--- src/design/fip_pkg.sv ---
// Shared types and constants for the integer power block.
`timescale 1ns / 1ps
package fip_pkg;

  localparam logic [63:0] FP_ONE      = 64'h3FF0_0000_0000_0000;
  localparam logic [63:0] FP_QNAN_DEF = 64'hFFF8_0000_0000_0000;
  localparam logic [63:0] FP_QUIET    = 64'h0008_0000_0000_0000;
  localparam logic [10:0] FP_EXP_MAX  = 11'h7FF;

  localparam logic [1:0] METH_POS = 2'd0;
  localparam logic [1:0] METH_REP = 2'd1;
  localparam logic [1:0] METH_SQM = 2'd2;

  typedef logic signed [13:0] fexp_t;

  localparam fexp_t MUL_BIAS     = 14'sd1022;
  localparam fexp_t RCP_BIAS     = 14'sd2046;
  localparam fexp_t DENORM_FLOOR = -14'sd110;
  localparam fexp_t EXP_INF      = 14'sd2047;

  typedef enum logic [2:0] {
    F_IDLE,
    F_MUL,
    F_RNORM,
    F_DIV,
    F_NORM,
    F_DENORM,
    F_ROUND
  } fpu_state_t;

  typedef enum logic [3:0] {
    C_IDLE,
    C_DISPATCH,
    C_REP_TEST,
    C_REP_Y_WAIT,
    C_REP_Z_WAIT,
    C_SQ_TEST,
    C_SQ_SQ_WAIT,
    C_SQ_MUL_WAIT,
    C_FIN,
    C_RCP_WAIT,
    C_OUT
  } ctl_state_t;

  typedef enum logic [2:0] {
    FS_ACC_BASE,
    FS_FPU_BASE,
    FS_AUX_AUX,
    FS_ACC_FPU,
    FS_RCP_ACC
  } fsel_t;

  typedef enum logic [1:0] {
    ACC_HOLD,
    ACC_FPU,
    ACC_AUX
  } acc_op_t;

  typedef enum logic [1:0] {
    N_HOLD,
    N_DEC2,
    N_SHR
  } n_op_t;

  typedef struct packed {
    logic    accept;
    logic    fpu_start;
    fsel_t   fpu_sel;
    acc_op_t acc_op;
    logic    aux_load;
    n_op_t   n_op;
    logic    ops_load;
    logic    ops_inc;
    logic    out_load;
  } dp_cmd_t;

  typedef struct packed {
    logic fpu_done;
    logic eq_acc;
    logic n_zero;
    logic n_one;
    logic n_odd;
    logic n_bit1;
    logic neg;
    logic meth_pos;
    logic meth_rep;
    logic out_busy;
  } dp_stat_t;

endpackage

--- src/design/fip_fpu.sv ---
// Iterative binary64 multiply and reciprocal unit, round to nearest even.
`timescale 1ns / 1ps
module fip_fpu (
  input  logic        clk,
  input  logic        rst_n,
  input  logic        start,
  input  logic        op_rcp,
  input  logic [63:0] opa,
  input  logic [63:0] opb,
  output logic        done,
  output logic [63:0] res
);
  import fip_pkg::*;

  fpu_state_t  st_r, st_nxt;
  logic        done_r;
  logic [63:0] res_r;
  logic        sign_r;
  fexp_t       e_r;
  logic [105:0] p_r;
  logic        sticky_r;
  logic [52:0] ma_r, mb_r;
  logic [53:0] rem_r;
  logic [5:0]  cnt_r;
  logic [53:0] pp_r;

  logic        a_sign, b_sign;
  logic [10:0] a_exp, b_exp, a_eff, b_eff;
  logic [51:0] a_frac, b_frac;
  logic        a_nan, b_nan, a_inf, b_inf, a_zero, b_zero;
  logic        special;
  logic [63:0] spec_val;
  fexp_t       e_mul;

  logic [26:0]  mx, my;
  logic [53:0]  pp_prod;
  logic [105:0] pp_term;

  logic [53:0] rem_sub, rem_new;
  logic        q_bit;
  logic [55:0] q_next;

  logic        rnd_inc;
  logic [53:0] m54;
  logic [52:0] mant;
  fexp_t       e_fin;
  logic [10:0] exp_field;
  logic [63:0] rnd_val;

  assign a_sign = opa[63];
  assign a_exp  = opa[62:52];
  assign a_frac = opa[51:0];
  assign b_sign = opb[63];
  assign b_exp  = opb[62:52];
  assign b_frac = opb[51:0];
  assign a_nan  = (a_exp == FP_EXP_MAX) && (a_frac != '0);
  assign b_nan  = (b_exp == FP_EXP_MAX) && (b_frac != '0);
  assign a_inf  = (a_exp == FP_EXP_MAX) && (a_frac == '0);
  assign b_inf  = (b_exp == FP_EXP_MAX) && (b_frac == '0);
  assign a_zero = (a_exp == '0) && (a_frac == '0);
  assign b_zero = (b_exp == '0) && (b_frac == '0);
  assign a_eff  = (a_exp == '0) ? 11'd1 : a_exp;
  assign b_eff  = (b_exp == '0) ? 11'd1 : b_exp;
  assign e_mul  = fexp_t'({3'b000, a_eff}) + fexp_t'({3'b000, b_eff}) - MUL_BIAS;

  always_comb begin
    special  = 1'b0;
    spec_val = '0;
    if (op_rcp) begin
      special = a_nan || a_inf || a_zero;
      if (a_nan) begin
        spec_val = opa | FP_QUIET;
      end else if (a_inf) begin
        spec_val = {a_sign, 63'd0};
      end else begin
        spec_val = {a_sign, FP_EXP_MAX, 52'd0};
      end
    end else begin
      special = a_nan || b_nan || a_inf || b_inf || a_zero || b_zero;
      if (a_nan) begin
        spec_val = opa | FP_QUIET;
      end else if (b_nan) begin
        spec_val = opb | FP_QUIET;
      end else if ((a_inf && b_zero) || (a_zero && b_inf)) begin
        spec_val = FP_QNAN_DEF;
      end else if (a_inf || b_inf) begin
        spec_val = {a_sign ^ b_sign, FP_EXP_MAX, 52'd0};
      end else begin
        spec_val = {a_sign ^ b_sign, 63'd0};
      end
    end
  end

  // 27x27 partial products: lo*lo, lo*hi, hi*lo, hi*hi
  assign mx      = cnt_r[1] ? {1'b0, ma_r[52:27]} : ma_r[26:0];
  assign my      = cnt_r[0] ? {1'b0, mb_r[52:27]} : mb_r[26:0];
  assign pp_prod = mx * my;

  always_comb begin
    unique case (cnt_r[2:0])
      3'd1:       pp_term = {52'd0, pp_r};
      3'd2, 3'd3: pp_term = {52'd0, pp_r} << 27;
      default:    pp_term = {52'd0, pp_r} << 54;
    endcase
  end

  assign q_bit   = rem_r >= {1'b0, ma_r};
  assign rem_sub = rem_r - {1'b0, ma_r};
  assign rem_new = q_bit ? rem_sub : rem_r;
  assign q_next  = {p_r[54:0], q_bit};

  assign rnd_inc   = p_r[52] && (sticky_r || (p_r[51:0] != '0) || p_r[53]);
  assign m54       = {1'b0, p_r[105:53]} + {53'd0, rnd_inc};
  assign mant      = m54[53] ? m54[53:1] : m54[52:0];
  assign e_fin     = e_r + (m54[53] ? 14'sd1 : 14'sd0);
  assign exp_field = mant[52] ? e_fin[10:0] : 11'd0;
  assign rnd_val   = (e_fin >= EXP_INF) ? {sign_r, FP_EXP_MAX, 52'd0}
                                        : {sign_r, exp_field, mant[51:0]};

  always_comb begin
    st_nxt = st_r;
    unique case (st_r)
      F_IDLE: begin
        if (start && !special) st_nxt = op_rcp ? F_RNORM : F_MUL;
      end
      F_MUL: begin
        if (cnt_r[2:0] == 3'd4) st_nxt = F_NORM;
      end
      F_RNORM: begin
        if (ma_r[52]) st_nxt = F_DIV;
      end
      F_DIV: begin
        if (cnt_r == 6'd55) st_nxt = F_NORM;
      end
      F_NORM: begin
        if (p_r[105] || (e_r <= 14'sd1)) st_nxt = (e_r < 14'sd1) ? F_DENORM : F_ROUND;
      end
      F_DENORM: begin
        if (e_r >= 14'sd1) st_nxt = F_ROUND;
      end
      F_ROUND: st_nxt = F_IDLE;
      default: st_nxt = F_IDLE;
    endcase
  end

  always_ff @(posedge clk) begin
    if (!rst_n) begin
      st_r   <= F_IDLE;
      done_r <= 1'b0;
    end else begin
      st_r   <= st_nxt;
      done_r <= ((st_r == F_IDLE) && start && special) || (st_r == F_ROUND);
    end
  end

  always_ff @(posedge clk) begin
    unique case (st_r)
      F_IDLE: begin
        if (start) begin
          if (special) begin
            res_r <= spec_val;
          end
          ma_r     <= {a_exp != '0, a_frac};
          mb_r     <= {b_exp != '0, b_frac};
          sign_r   <= op_rcp ? a_sign : (a_sign ^ b_sign);
          e_r      <= op_rcp ? fexp_t'({3'b000, a_eff}) : e_mul;
          p_r      <= '0;
          sticky_r <= 1'b0;
          cnt_r    <= '0;
        end
      end
      F_MUL: begin
        if (cnt_r[2:0] != 3'd4) pp_r <= pp_prod;
        if (cnt_r[2:0] != 3'd0) p_r <= p_r + pp_term;
        cnt_r <= cnt_r + 6'd1;
      end
      F_RNORM: begin
        if (ma_r[52]) begin
          e_r   <= RCP_BIAS - e_r;
          rem_r <= 54'd1 << 52;
          cnt_r <= '0;
        end else begin
          ma_r <= ma_r << 1;
          e_r  <= e_r - 14'sd1;
        end
      end
      F_DIV: begin
        rem_r <= {rem_new[52:0], 1'b0};
        cnt_r <= cnt_r + 6'd1;
        if (cnt_r == 6'd55) begin
          p_r      <= {q_next, 50'd0};
          sticky_r <= rem_new != '0;
        end else begin
          p_r <= {50'd0, q_next};
        end
      end
      F_NORM: begin
        if (!(p_r[105] || (e_r <= 14'sd1))) begin
          p_r <= p_r << 1;
          e_r <= e_r - 14'sd1;
        end
      end
      F_DENORM: begin
        if (e_r < DENORM_FLOOR) begin
          sticky_r <= sticky_r || (p_r != '0);
          p_r      <= '0;
          e_r      <= 14'sd1;
        end else if (e_r < 14'sd1) begin
          sticky_r <= sticky_r || p_r[0];
          p_r      <= p_r >> 1;
          e_r      <= e_r + 14'sd1;
        end
      end
      F_ROUND: res_r <= rnd_val;
      default: ;
    endcase
  end

  assign done = done_r;
  assign res  = res_r;

endmodule

--- src/design/fip_datapath.sv ---
// Datapath: operand registers, exponent counter, op counters, output beat register.
`timescale 1ns / 1ps
module fip_datapath #(
  parameter int EXP_WIDTH = 32
) (
  input  logic                        clk,
  input  logic                        rst_n,
  input  fip_pkg::dp_cmd_t            cmd,
  output fip_pkg::dp_stat_t           stat,
  input  logic [63:0]                 in_base_bits,
  input  logic signed [EXP_WIDTH-1:0] in_exponent,
  input  logic                        cfg_wr_en,
  input  logic [1:0]                  cfg_wr_data,
  output logic                        out_valid,
  input  logic                        out_ready,
  output logic [63:0]                 out_result_bits,
  output logic [31:0]                 out_op_count,
  output logic [63:0]                 out_op_total
);
  import fip_pkg::*;

  logic [1:0]           method_r;
  logic [63:0]          base_r, acc_r, aux_r;
  logic [EXP_WIDTH-1:0] n_r;
  logic                 neg_r;
  logic [63:0]          ops_r, total_r;
  logic                 out_valid_r;
  logic [63:0]          out_result_r, out_total_r;
  logic [31:0]          out_count_r;

  logic [EXP_WIDTH-1:0] raw, mag;
  logic                 in_neg;
  logic [63:0]          total_nxt;
  logic [63:0]          fpu_a, fpu_b, fpu_res;
  logic                 fpu_done;

  assign raw       = in_exponent;
  assign in_neg    = raw[EXP_WIDTH-1];
  assign mag       = in_neg ? (~raw + EXP_WIDTH'(1)) : raw;
  assign total_nxt = total_r + ops_r;

  always_comb begin
    fpu_a = acc_r;
    fpu_b = base_r;
    unique case (cmd.fpu_sel)
      FS_ACC_BASE: begin fpu_a = acc_r;   fpu_b = base_r;  end
      FS_FPU_BASE: begin fpu_a = fpu_res; fpu_b = base_r;  end
      FS_AUX_AUX:  begin fpu_a = aux_r;   fpu_b = aux_r;   end
      FS_ACC_FPU:  begin fpu_a = acc_r;   fpu_b = fpu_res; end
      FS_RCP_ACC:  begin fpu_a = acc_r;   fpu_b = acc_r;   end
      default:     begin fpu_a = acc_r;   fpu_b = base_r;  end
    endcase
  end

  fip_fpu u_fpu (
    .clk    (clk),
    .rst_n  (rst_n),
    .start  (cmd.fpu_start),
    .op_rcp (cmd.fpu_sel == FS_RCP_ACC),
    .opa    (fpu_a),
    .opb    (fpu_b),
    .done   (fpu_done),
    .res    (fpu_res)
  );

  always_ff @(posedge clk) begin
    if (!rst_n) begin
      method_r    <= METH_SQM;
      total_r     <= '0;
      out_valid_r <= 1'b0;
    end else begin
      if (cfg_wr_en) method_r <= cfg_wr_data;
      if (cmd.out_load) begin
        total_r     <= total_nxt;
        out_valid_r <= 1'b1;
      end else if (out_ready) begin
        out_valid_r <= 1'b0;
      end
    end
  end

  always_ff @(posedge clk) begin
    if (cmd.accept) begin
      base_r <= in_base_bits;
      aux_r  <= in_base_bits;
      acc_r  <= (!method_r[1] || !mag[0]) ? FP_ONE : in_base_bits;
      n_r    <= mag;
      neg_r  <= in_neg;
      ops_r  <= '0;
    end else begin
      unique case (cmd.acc_op)
        ACC_FPU: acc_r <= fpu_res;
        ACC_AUX: acc_r <= aux_r;
        default: ;
      endcase
      if (cmd.aux_load) aux_r <= fpu_res;
      unique case (cmd.n_op)
        N_DEC2:  n_r <= n_r - EXP_WIDTH'(2);
        N_SHR:   n_r <= n_r >> 1;
        default: ;
      endcase
      if (cmd.ops_load) begin
        ops_r <= 64'(n_r);
      end else if (cmd.ops_inc) begin
        ops_r <= ops_r + 64'd1;
      end
    end
    if (cmd.out_load) begin
      out_result_r <= acc_r;
      out_count_r  <= ops_r[31:0];
      out_total_r  <= total_nxt;
    end
  end

  assign stat.fpu_done = fpu_done;
  assign stat.eq_acc   = fpu_res == acc_r;
  assign stat.n_zero   = n_r == '0;
  assign stat.n_one    = n_r == EXP_WIDTH'(1);
  assign stat.n_odd    = n_r[0];
  assign stat.n_bit1   = n_r[1];
  assign stat.neg      = neg_r;
  assign stat.meth_pos = method_r == METH_POS;
  assign stat.meth_rep = (method_r == METH_POS) || (method_r == METH_REP);
  assign stat.out_busy = out_valid_r && !out_ready;

  assign out_valid       = out_valid_r;
  assign out_result_bits = out_result_r;
  assign out_op_count    = out_count_r;
  assign out_op_total    = out_total_r;

endmodule

--- src/design/fip_ctrl.sv ---
// Controller state machine sequencing the power algorithms.
`timescale 1ns / 1ps
module fip_ctrl (
  input  logic               clk,
  input  logic               rst_n,
  input  logic               in_valid,
  output logic               in_ready,
  input  fip_pkg::dp_stat_t  stat,
  output fip_pkg::dp_cmd_t   cmd
);
  import fip_pkg::*;

  ctl_state_t st_r, st_nxt;

  always_ff @(posedge clk) begin
    if (!rst_n) begin
      st_r <= C_IDLE;
    end else begin
      st_r <= st_nxt;
    end
  end

  always_comb begin
    st_nxt = st_r;
    unique case (st_r)
      C_IDLE:     if (in_valid) st_nxt = C_DISPATCH;
      C_DISPATCH: begin
        if (stat.meth_pos && stat.neg) begin
          st_nxt = C_OUT;
        end else begin
          st_nxt = stat.meth_rep ? C_REP_TEST : C_SQ_TEST;
        end
      end
      C_REP_TEST: st_nxt = stat.n_zero ? C_FIN : C_REP_Y_WAIT;
      C_REP_Y_WAIT: begin
        if (stat.fpu_done) st_nxt = (stat.n_one || stat.eq_acc) ? C_FIN : C_REP_Z_WAIT;
      end
      C_REP_Z_WAIT: begin
        if (stat.fpu_done) st_nxt = stat.eq_acc ? C_FIN : C_REP_TEST;
      end
      C_SQ_TEST:  st_nxt = stat.n_zero ? C_FIN : C_SQ_SQ_WAIT;
      C_SQ_SQ_WAIT: begin
        if (stat.fpu_done) st_nxt = stat.n_bit1 ? C_SQ_MUL_WAIT : C_SQ_TEST;
      end
      C_SQ_MUL_WAIT: if (stat.fpu_done) st_nxt = C_SQ_TEST;
      C_FIN:      st_nxt = stat.neg ? C_RCP_WAIT : C_OUT;
      C_RCP_WAIT: if (stat.fpu_done) st_nxt = C_OUT;
      C_OUT:      if (!stat.out_busy) st_nxt = C_IDLE;
      default:    st_nxt = C_IDLE;
    endcase
  end

  always_comb begin
    cmd          = '0;
    cmd.fpu_sel  = FS_ACC_BASE;
    cmd.acc_op   = ACC_HOLD;
    cmd.n_op     = N_HOLD;
    in_ready     = 1'b0;
    unique case (st_r)
      C_IDLE: begin
        in_ready   = 1'b1;
        cmd.accept = in_valid;
      end
      C_DISPATCH: cmd.ops_load = stat.meth_rep && !(stat.meth_pos && stat.neg);
      C_REP_TEST: begin
        cmd.fpu_start = !stat.n_zero;
        cmd.fpu_sel   = FS_ACC_BASE;
      end
      C_REP_Y_WAIT: begin
        if (stat.fpu_done) begin
          cmd.aux_load = 1'b1;
          if (stat.n_one) begin
            cmd.acc_op = ACC_FPU;
          end else if (!stat.eq_acc) begin
            cmd.fpu_start = 1'b1;
            cmd.fpu_sel   = FS_FPU_BASE;
          end
        end
      end
      C_REP_Z_WAIT: begin
        if (stat.fpu_done) begin
          cmd.n_op = N_DEC2;
          if (stat.eq_acc) begin
            cmd.acc_op = stat.n_odd ? ACC_AUX : ACC_HOLD;
          end else begin
            cmd.acc_op = ACC_FPU;
          end
        end
      end
      C_SQ_TEST: begin
        cmd.fpu_start = !stat.n_zero;
        cmd.fpu_sel   = FS_AUX_AUX;
      end
      C_SQ_SQ_WAIT: begin
        if (stat.fpu_done) begin
          cmd.aux_load  = 1'b1;
          cmd.ops_inc   = 1'b1;
          cmd.n_op      = N_SHR;
          cmd.fpu_start = stat.n_bit1;
          cmd.fpu_sel   = FS_ACC_FPU;
        end
      end
      C_SQ_MUL_WAIT: begin
        if (stat.fpu_done) begin
          cmd.acc_op  = ACC_FPU;
          cmd.ops_inc = 1'b1;
        end
      end
      C_FIN: begin
        cmd.fpu_start = stat.neg;
        cmd.fpu_sel   = FS_RCP_ACC;
      end
      C_RCP_WAIT: begin
        cmd.fpu_sel = FS_RCP_ACC;
        if (stat.fpu_done) begin
          cmd.acc_op  = ACC_FPU;
          cmd.ops_inc = 1'b1;
        end
      end
      C_OUT:   cmd.out_load = !stat.out_busy;
      default: ;
    endcase
  end

endmodule

--- src/design/float_integer_power.sv ---
// Top level: binary64 base raised to a signed integer exponent.
// One item at a time; a zero exponent needs no multiply.
// A multiply forms partial products, normalises, denormalises and rounds (a special
// operand skips this); the reciprocal normalises and divides, slowest on subnormal inputs.
// Square and multiply: up to 2*EXP_WIDTH multiplies, plus a reciprocal if negative;
// repeated multiplication: up to |exponent| multiplies. Reset clears method (to 2), total.
`timescale 1ns / 1ps
module float_integer_power #(
  parameter int EXP_WIDTH = 32
) (
  input  logic                        clk,
  input  logic                        rst_n,
  input  logic                        in_valid,
  output logic                        in_ready,
  input  logic [63:0]                 in_base_bits,
  input  logic signed [EXP_WIDTH-1:0] in_exponent,
  output logic                        out_valid,
  input  logic                        out_ready,
  output logic [63:0]                 out_result_bits,
  output logic [31:0]                 out_op_count,
  output logic [63:0]                 out_op_total,
  input  logic                        cfg_wr_en,
  input  logic [1:0]                  cfg_wr_data
);
  import fip_pkg::*;

  dp_cmd_t  cmd;
  dp_stat_t stat;

  fip_ctrl u_ctrl (
    .clk      (clk),
    .rst_n    (rst_n),
    .in_valid (in_valid),
    .in_ready (in_ready),
    .stat     (stat),
    .cmd      (cmd)
  );

  fip_datapath #(
    .EXP_WIDTH (EXP_WIDTH)
  ) u_dp (
    .clk             (clk),
    .rst_n           (rst_n),
    .cmd             (cmd),
    .stat            (stat),
    .in_base_bits    (in_base_bits),
    .in_exponent     (in_exponent),
    .cfg_wr_en       (cfg_wr_en),
    .cfg_wr_data     (cfg_wr_data),
    .out_valid       (out_valid),
    .out_ready       (out_ready),
    .out_result_bits (out_result_bits),
    .out_op_count    (out_op_count),
    .out_op_total    (out_op_total)
  );

endmodule
--- config.mk ---
export PLATFORM = sky130hd
export DESIGN_NAME = float_integer_power
export DESIGN_NICKNAME = d
export VERILOG_FILES = /design/src/design/fip_pkg.sv /design/src/design/fip_fpu.sv /design/src/design/fip_datapath.sv /design/src/design/fip_ctrl.sv /design/src/design/float_integer_power.sv
export SDC_FILE = /design/constraint.sdc
export NUM_CORES = 2
export LEC_CHECK = 0
export ABC_AREA = 1
export BUFFER_PORTS_ARGS = -buffer_cell sky130_fd_sc_hd__buf_2
export CAP_MARGIN = 20
export CORE_UTILIZATION = 35
export DETAILED_ROUTE_END_ITERATION = 6
export SETUP_SLACK_MARGIN = 0.2
export SLEW_MARGIN = 10
export SYNTH_ARGS = -nofsm -noshare
export SYNTH_HDL_FRONTEND = slang
export SYNTH_SLANG_ARGS = --single-unit
--- constraint.sdc ---
create_clock -name clk -period 13.4 [get_ports clk]
set_input_delay 2.68 -clock clk [delete_from_list [all_inputs] [get_ports clk]]
set_output_delay 2.68 -clock clk [all_outputs]
set_load 0.02 [all_outputs]
* Word level (Yosys, flattened, before mapping)
Cells that the tools add are included.
** Word-level totals
- Register bits :: 930
- Output and inout port bits :: 162
** Operators by class
- Magnitude comparators :: 6
- $mul :: 1
- Reductions and logical operators :: 87
- Bitwise operators :: 2
- Eq/ne operators :: 54
- $add $sub $neg :: 14
- Multiplexer cells :: 109
** Operators by type and width (count)
- 64-bit 2-to-1 mux :: 10
- 106-bit 2-to-1 mux :: 6
- 106-bit case mux with 5 select lines :: 1
- 64-bit case mux with 2 select lines :: 3
- 63-bit 2-to-1 mux :: 4
- 106-bit case mux with 2 select lines :: 1
- 64-bit case mux with 3 select lines :: 1
- 53-bit 2-to-1 mux :: 3
- 52-bit nonzero test :: 3
- 32-bit 2-to-1 mux :: 4
- 54-bit 2-to-1 mux :: 2
- 54-bit case mux with 2 select lines :: 1
- 106-bit adder :: 1
- 53-bit case mux with 2 select lines :: 1
- 106-bit nonzero test :: 1
- 52-bit zero test :: 2
- 14-bit 2-to-1 mux :: 6
- 64-bit by 1-bit adder with 64-bit output, second input constant :: 1
- 64-bit adder :: 1
- 64-bit equality test :: 1
- 32-bit case mux with 2 select lines :: 1
- 4-bit 2-to-1 mux :: 15
- 14-bit case mux with 4 select lines :: 1
- 53-bit by 1-bit adder with 54-bit output :: 1
- 72 further kinds :: 202

* Depth between registers and ports, before layout
- Depth after elaboration :: 19
- Mapped depth :: 36

* Hierarchy
Synthesis repeated with hierarchy kept, for this count alone.
** Second synthesis, totals
- Cells, all modules :: 12423
- Area, all modules :: 91450.2 µm²
** By module, submodules not included
- fip_fpu :: cells an instance 8190, times used 1, area each 59801.1 µm²
- fip_datapath :: cells an instance 4105, times used 1, area each 31053.5 µm²
- fip_ctrl :: cells an instance 128, times used 1, area each 595.6 µm²

* Worst setup path after synthesis
OpenSTA, ideal clock, no wires.
- Path kind :: input -> register
- Start point :: input out_ready
- End point :: register u_dp.total_r[1]
- Cell stages on the path :: 6
- Setup slack :: 5058 ps
- Data required time :: 13261 ps
- Data arrival time :: 8204 ps
- Cell sequence :: nor2_1 -> nor2_1 -> clkbuf_1 -> buf_1 -> o21ai_0 -> a21oi_1
** RTL lines
- start, declared :: RTL line float_integer_power.sv:18 : input logic out_ready,
- end signal, assigned :: RTL line fip_datapath.sv:74 : total_r <= total_nxt;
- end, declared :: RTL line fip_datapath.sv:26 : logic [63:0] ops_r, total_r;

* Worst setup path after layout
- Start point :: register u_dp.u_fpu.cnt_r[0]
- End point :: register u_dp.u_fpu.pp_r[53] (data pin)
** Between the ends
- Cells in the longest elaborated chain, start to end :: 2
** RTL lines
- start, declared :: RTL line fip_fpu.sv:24 : logic [5:0] cnt_r;
- start signal, assigned :: RTL line fip_fpu.sv:175 : cnt_r <= cnt_r + 6'd1;
- start signal, assigned :: RTL line fip_fpu.sv:189 : cnt_r <= cnt_r + 6'd1;
- 27-bit 2-to-1 mux :: RTL line fip_fpu.sv:96 : assign my = cnt_r[0] ? {1'b0, mb_r[52:27]} : mb_r[26:0];
- 27-bit by 27-bit multiplier with 54-bit output :: RTL line fip_fpu.sv:97 : assign pp_prod = mx * my;
- named net u_dp.u_fpu.pp_prod[53] :: RTL line fip_fpu.sv:36 : logic [53:0] pp_prod;
- end signal, assigned :: RTL line fip_fpu.sv:173 : if (cnt_r[2:0] != 3'd4) pp_r <= pp_prod;
- end, declared :: RTL line fip_fpu.sv:25 : logic [53:0] pp_r;
The timed path passes the listed nets, and every way through them passes these cells.
A chain may end at the register's enable or synchronous reset.

==> impl_metrics.env <==
export IMPL_wirelength_mm=354
export IMPL_wl_met3_mm=32.7
export IMPL_syn_area_sq_um=87500
export IMPL_grt_ovfl_total=0
export IMPL_place_hpwl_mm=281
export IMPL_drive_gt1_share_pct=6.32
export IMPL_antenna_found_initial=33
export IMPL_clk_path_buf_depth=3
export IMPL_dieArea_sq_um=252000
export IMPL_clk_latency_ns=0.83
export IMPL_nets=12675
export IMPL_drv_cap=0
export IMPL_cts_sinks=929
export IMPL_max_stage_delay_ns=0.86
export IMPL_detail_route_antenna_nets=0
export IMPL_top_layer="met5"
export IMPL_worstPathRequired_ns=13.94
export IMPL_portBuffers=264
export IMPL_setup_worst_path_end_class="flip-flop"
export IMPL_synth_edf_count=790
export IMPL_synth_top_area_share_pct=27.1
export IMPL_numCtsBuffers=109
export IMPL_rsz0062_at_grt="false"
export IMPL_hold_start="u_ctrl.st_r[3]"
export IMPL_max_freq_mhz=109
export IMPL_grt_pass1_wl_mm=520
export IMPL_grt_total_usage_pct=27.7
export IMPL_synth_area_leaders="edfxtp_1 (27%), fa_1 (14%), nand2_1 (9.0%)"
export IMPL_skew_ns=0.0656
export IMPL_rows=183
export IMPL_synth_ff_type="edfxtp_1"
export IMPL_postCtsSetupBuffers=0
export IMPL_synthToLayoutAreaGrowth_pct=10.3
export IMPL_fin_crit_sh_pct=68.5
export IMPL_vias=81779
export IMPL_async_reset_ff_share_pct=0
export IMPL_htree_num_levels=3
export IMPL_drcViolationCount=11
export IMPL_most_common_layout_cells="nand2_1 (2096), inv_1 (2073), nor2_1 (1359)"
export IMPL_period_minus_slack_ns=9.18
export IMPL_ys_ff_latch=929
export IMPL_die_h_um=502
export IMPL_synth_nets=12548
export IMPL_start_kind="flip-flop"
export IMPL_ys_seq_area_share_pct=30.3
export IMPL_synth_avg_cell_area_sq_um=7.70
export IMPL_hold_violations=0
export IMPL_violations="DRC"
export IMPL_firstDrtPassIters=7
export IMPL_layout_commonest_cell="nand2_1"
export IMPL_avgViaCountPerCell=5.47
export IMPL_wl_per_cell_um=23.7
export IMPL_synth_cell_type_count=56
export IMPL_cts_tree="yes"
export IMPL_holdBufCountCts=0
export IMPL_die_w_um=502
export IMPL_syn_inst=11368
export IMPL_tightest_slew_ns=1.17
export IMPL_wirelength_met1_mm=149
export IMPL_ioPinCount=265
export IMPL_hold_path_class="flip-flop to flip-flop"
export IMPL_grt_max_degree=186
export IMPL_core_sq_um=249000
export IMPL_place_congestion=1.04
export IMPL_cpMaxStageDelayCell="clkinv_1"
export IMPL_timing_setup_tns_ns=0
export IMPL_slew_viol_final=0
export IMPL_worst_path_max_fanout=30
export IMPL_slew_limit_headroom_pct=22.3
export IMPL_path_clk_slew_ns=0.07
export IMPL_wl_met2_mm=157
export IMPL_grt_pass1_vias=77623
export IMPL_cts_resized=0
export IMPL_dr_first_iter_drc_count=9558
export IMPL_finalSetupViolations=0
export IMPL_arrival_ns=9.72
export IMPL_outcome="complete, but fails checks"
export IMPL_start_util_pct=35.2
export IMPL_synth_top_area_cell="edfxtp_1"
export IMPL_path_class="flip-flop to flip-flop"
export IMPL_startpoint="u_dp.u_fpu.cnt_r[0]"
export IMPL_cts_root_buf="clkbuf_16"
export IMPL_rr_startpoint="u_dp.u_fpu.cnt_r[0]"
export IMPL_synth_yosys_warnings=0
## flip-flops by register name, indices dropped and copies added (netlist names), 2 cells and up
register and cells:
u_ctrl.st_r 4, u_dp.acc_r 64, u_dp.aux_r 64, u_dp.base_r 64, u_dp.method_r 2, u_dp.n_r 32, u_dp.ops_r 64, u_dp.out_op_count 32
u_dp.out_op_total 64, u_dp.out_result_bits 64, u_dp.total_r 64, u_dp.u_fpu.cnt_r 6, u_dp.u_fpu.e_r 14, u_dp.u_fpu.ma_r 53, u_dp.u_fpu.mb_r 53, u_dp.u_fpu.p_r 106
u_dp.u_fpu.pp_r 54, u_dp.u_fpu.rem_r 53, u_dp.u_fpu.res 64, u_dp.u_fpu.st_r 3
## Yosys cell counts, types with 58 or more instances
cell,count
nand2_1,2102
inv_1,2078
nor2_1,1368
edfxtp_1,790
a21oi_1,714
o21ai_0,649
fa_1,628
ha_1,449
nand3_1,407
clkbuf_1,316
xor2_1,225
nor3_1,146
dfxtp_1,139
o22ai_1,132
a31oi_1,128
nand4_1,119
o21ai_1,93
nor4_1,92
o211ai_1,90
xnor2_1,83
o21bai_1,77
or2_2,72
a22oi_1,62
o221ai_1,58
## worst paths after layout
path,endpoint,slack (ns),depth (start not counted)
setup / recovery,u_dp.u_fpu.pp_r[53],4.22,32
hold / removal,u_ctrl.st_r[3],0.51,2
setup reg to reg,u_dp.u_fpu.pp_r[53],4.22,32
hold reg to reg,u_ctrl.st_r[3],0.51,2
## logic make-up after synthesis
logic type                 after synthesis  synth area share [%]
AOI/OAI and AO/OA                     2173                  14.3
xor gates and xnor gates               308                  3.08
adders and majority gates             1077                  20.8
buffers and inverters                 2500                  10.9
DFF                                    929                  30.3
and+or+nand+nor                       4381                  20.7
## layout make-up
cell class	instances	area [sq um]
clock buffer	130	2870
inverter	2120	7970
timing repair buffer	396	2340
fill	26109	152000
antenna	18	45.0
multi-input combinational	7939	51700
clock inverter	76	960
tap	3330	4170
sequential	929	26500
## metrics by stage
step	std cells	hold WS [ns]	utilization (%)	setup WS (ns)	cell area [sq um]
2_1_floorplan	11368	0.432	-	5.06	87500
3_3_place_gp	14713	0.492	37.3	4.46	92700
3_5_place_dp	14714	0.486	37.3	4.35	92700
4_1_cts	14920	0.506	38.8	4.34	96500
5_1_grt	14925	0.524	38.8	3.71	96500
6_report	14938	0.507	38.8	4.22	96600
## per-layer routing
| metal | up-vias | GRT usage [%] |
|---|---|---|
| li1 | 37400 | - |
| met1 | 39911 | 37.8 |
| met2 | 3787 | 42.8 |
| met3 | 663 | 5.47 |
| met4 | 18 | 11.0 |
| met5 | - | 0 |
## critical path: cells and delay by family, from the launching register on
kind	cells	cell delay [ns]
AND/OR/NAND/NOR	7	1.28
flip-flops	1	0.32
XOR/XNOR	1	0.16
adder cells (fa/ha/maj)	8	3.53
AO/OA/AOI/OAI	7	1.58
buffers and inverters	9	2.04
Power is not shown: default switching activity piles up to over one toggle a cycle in this logic, so the estimate is an artifact.
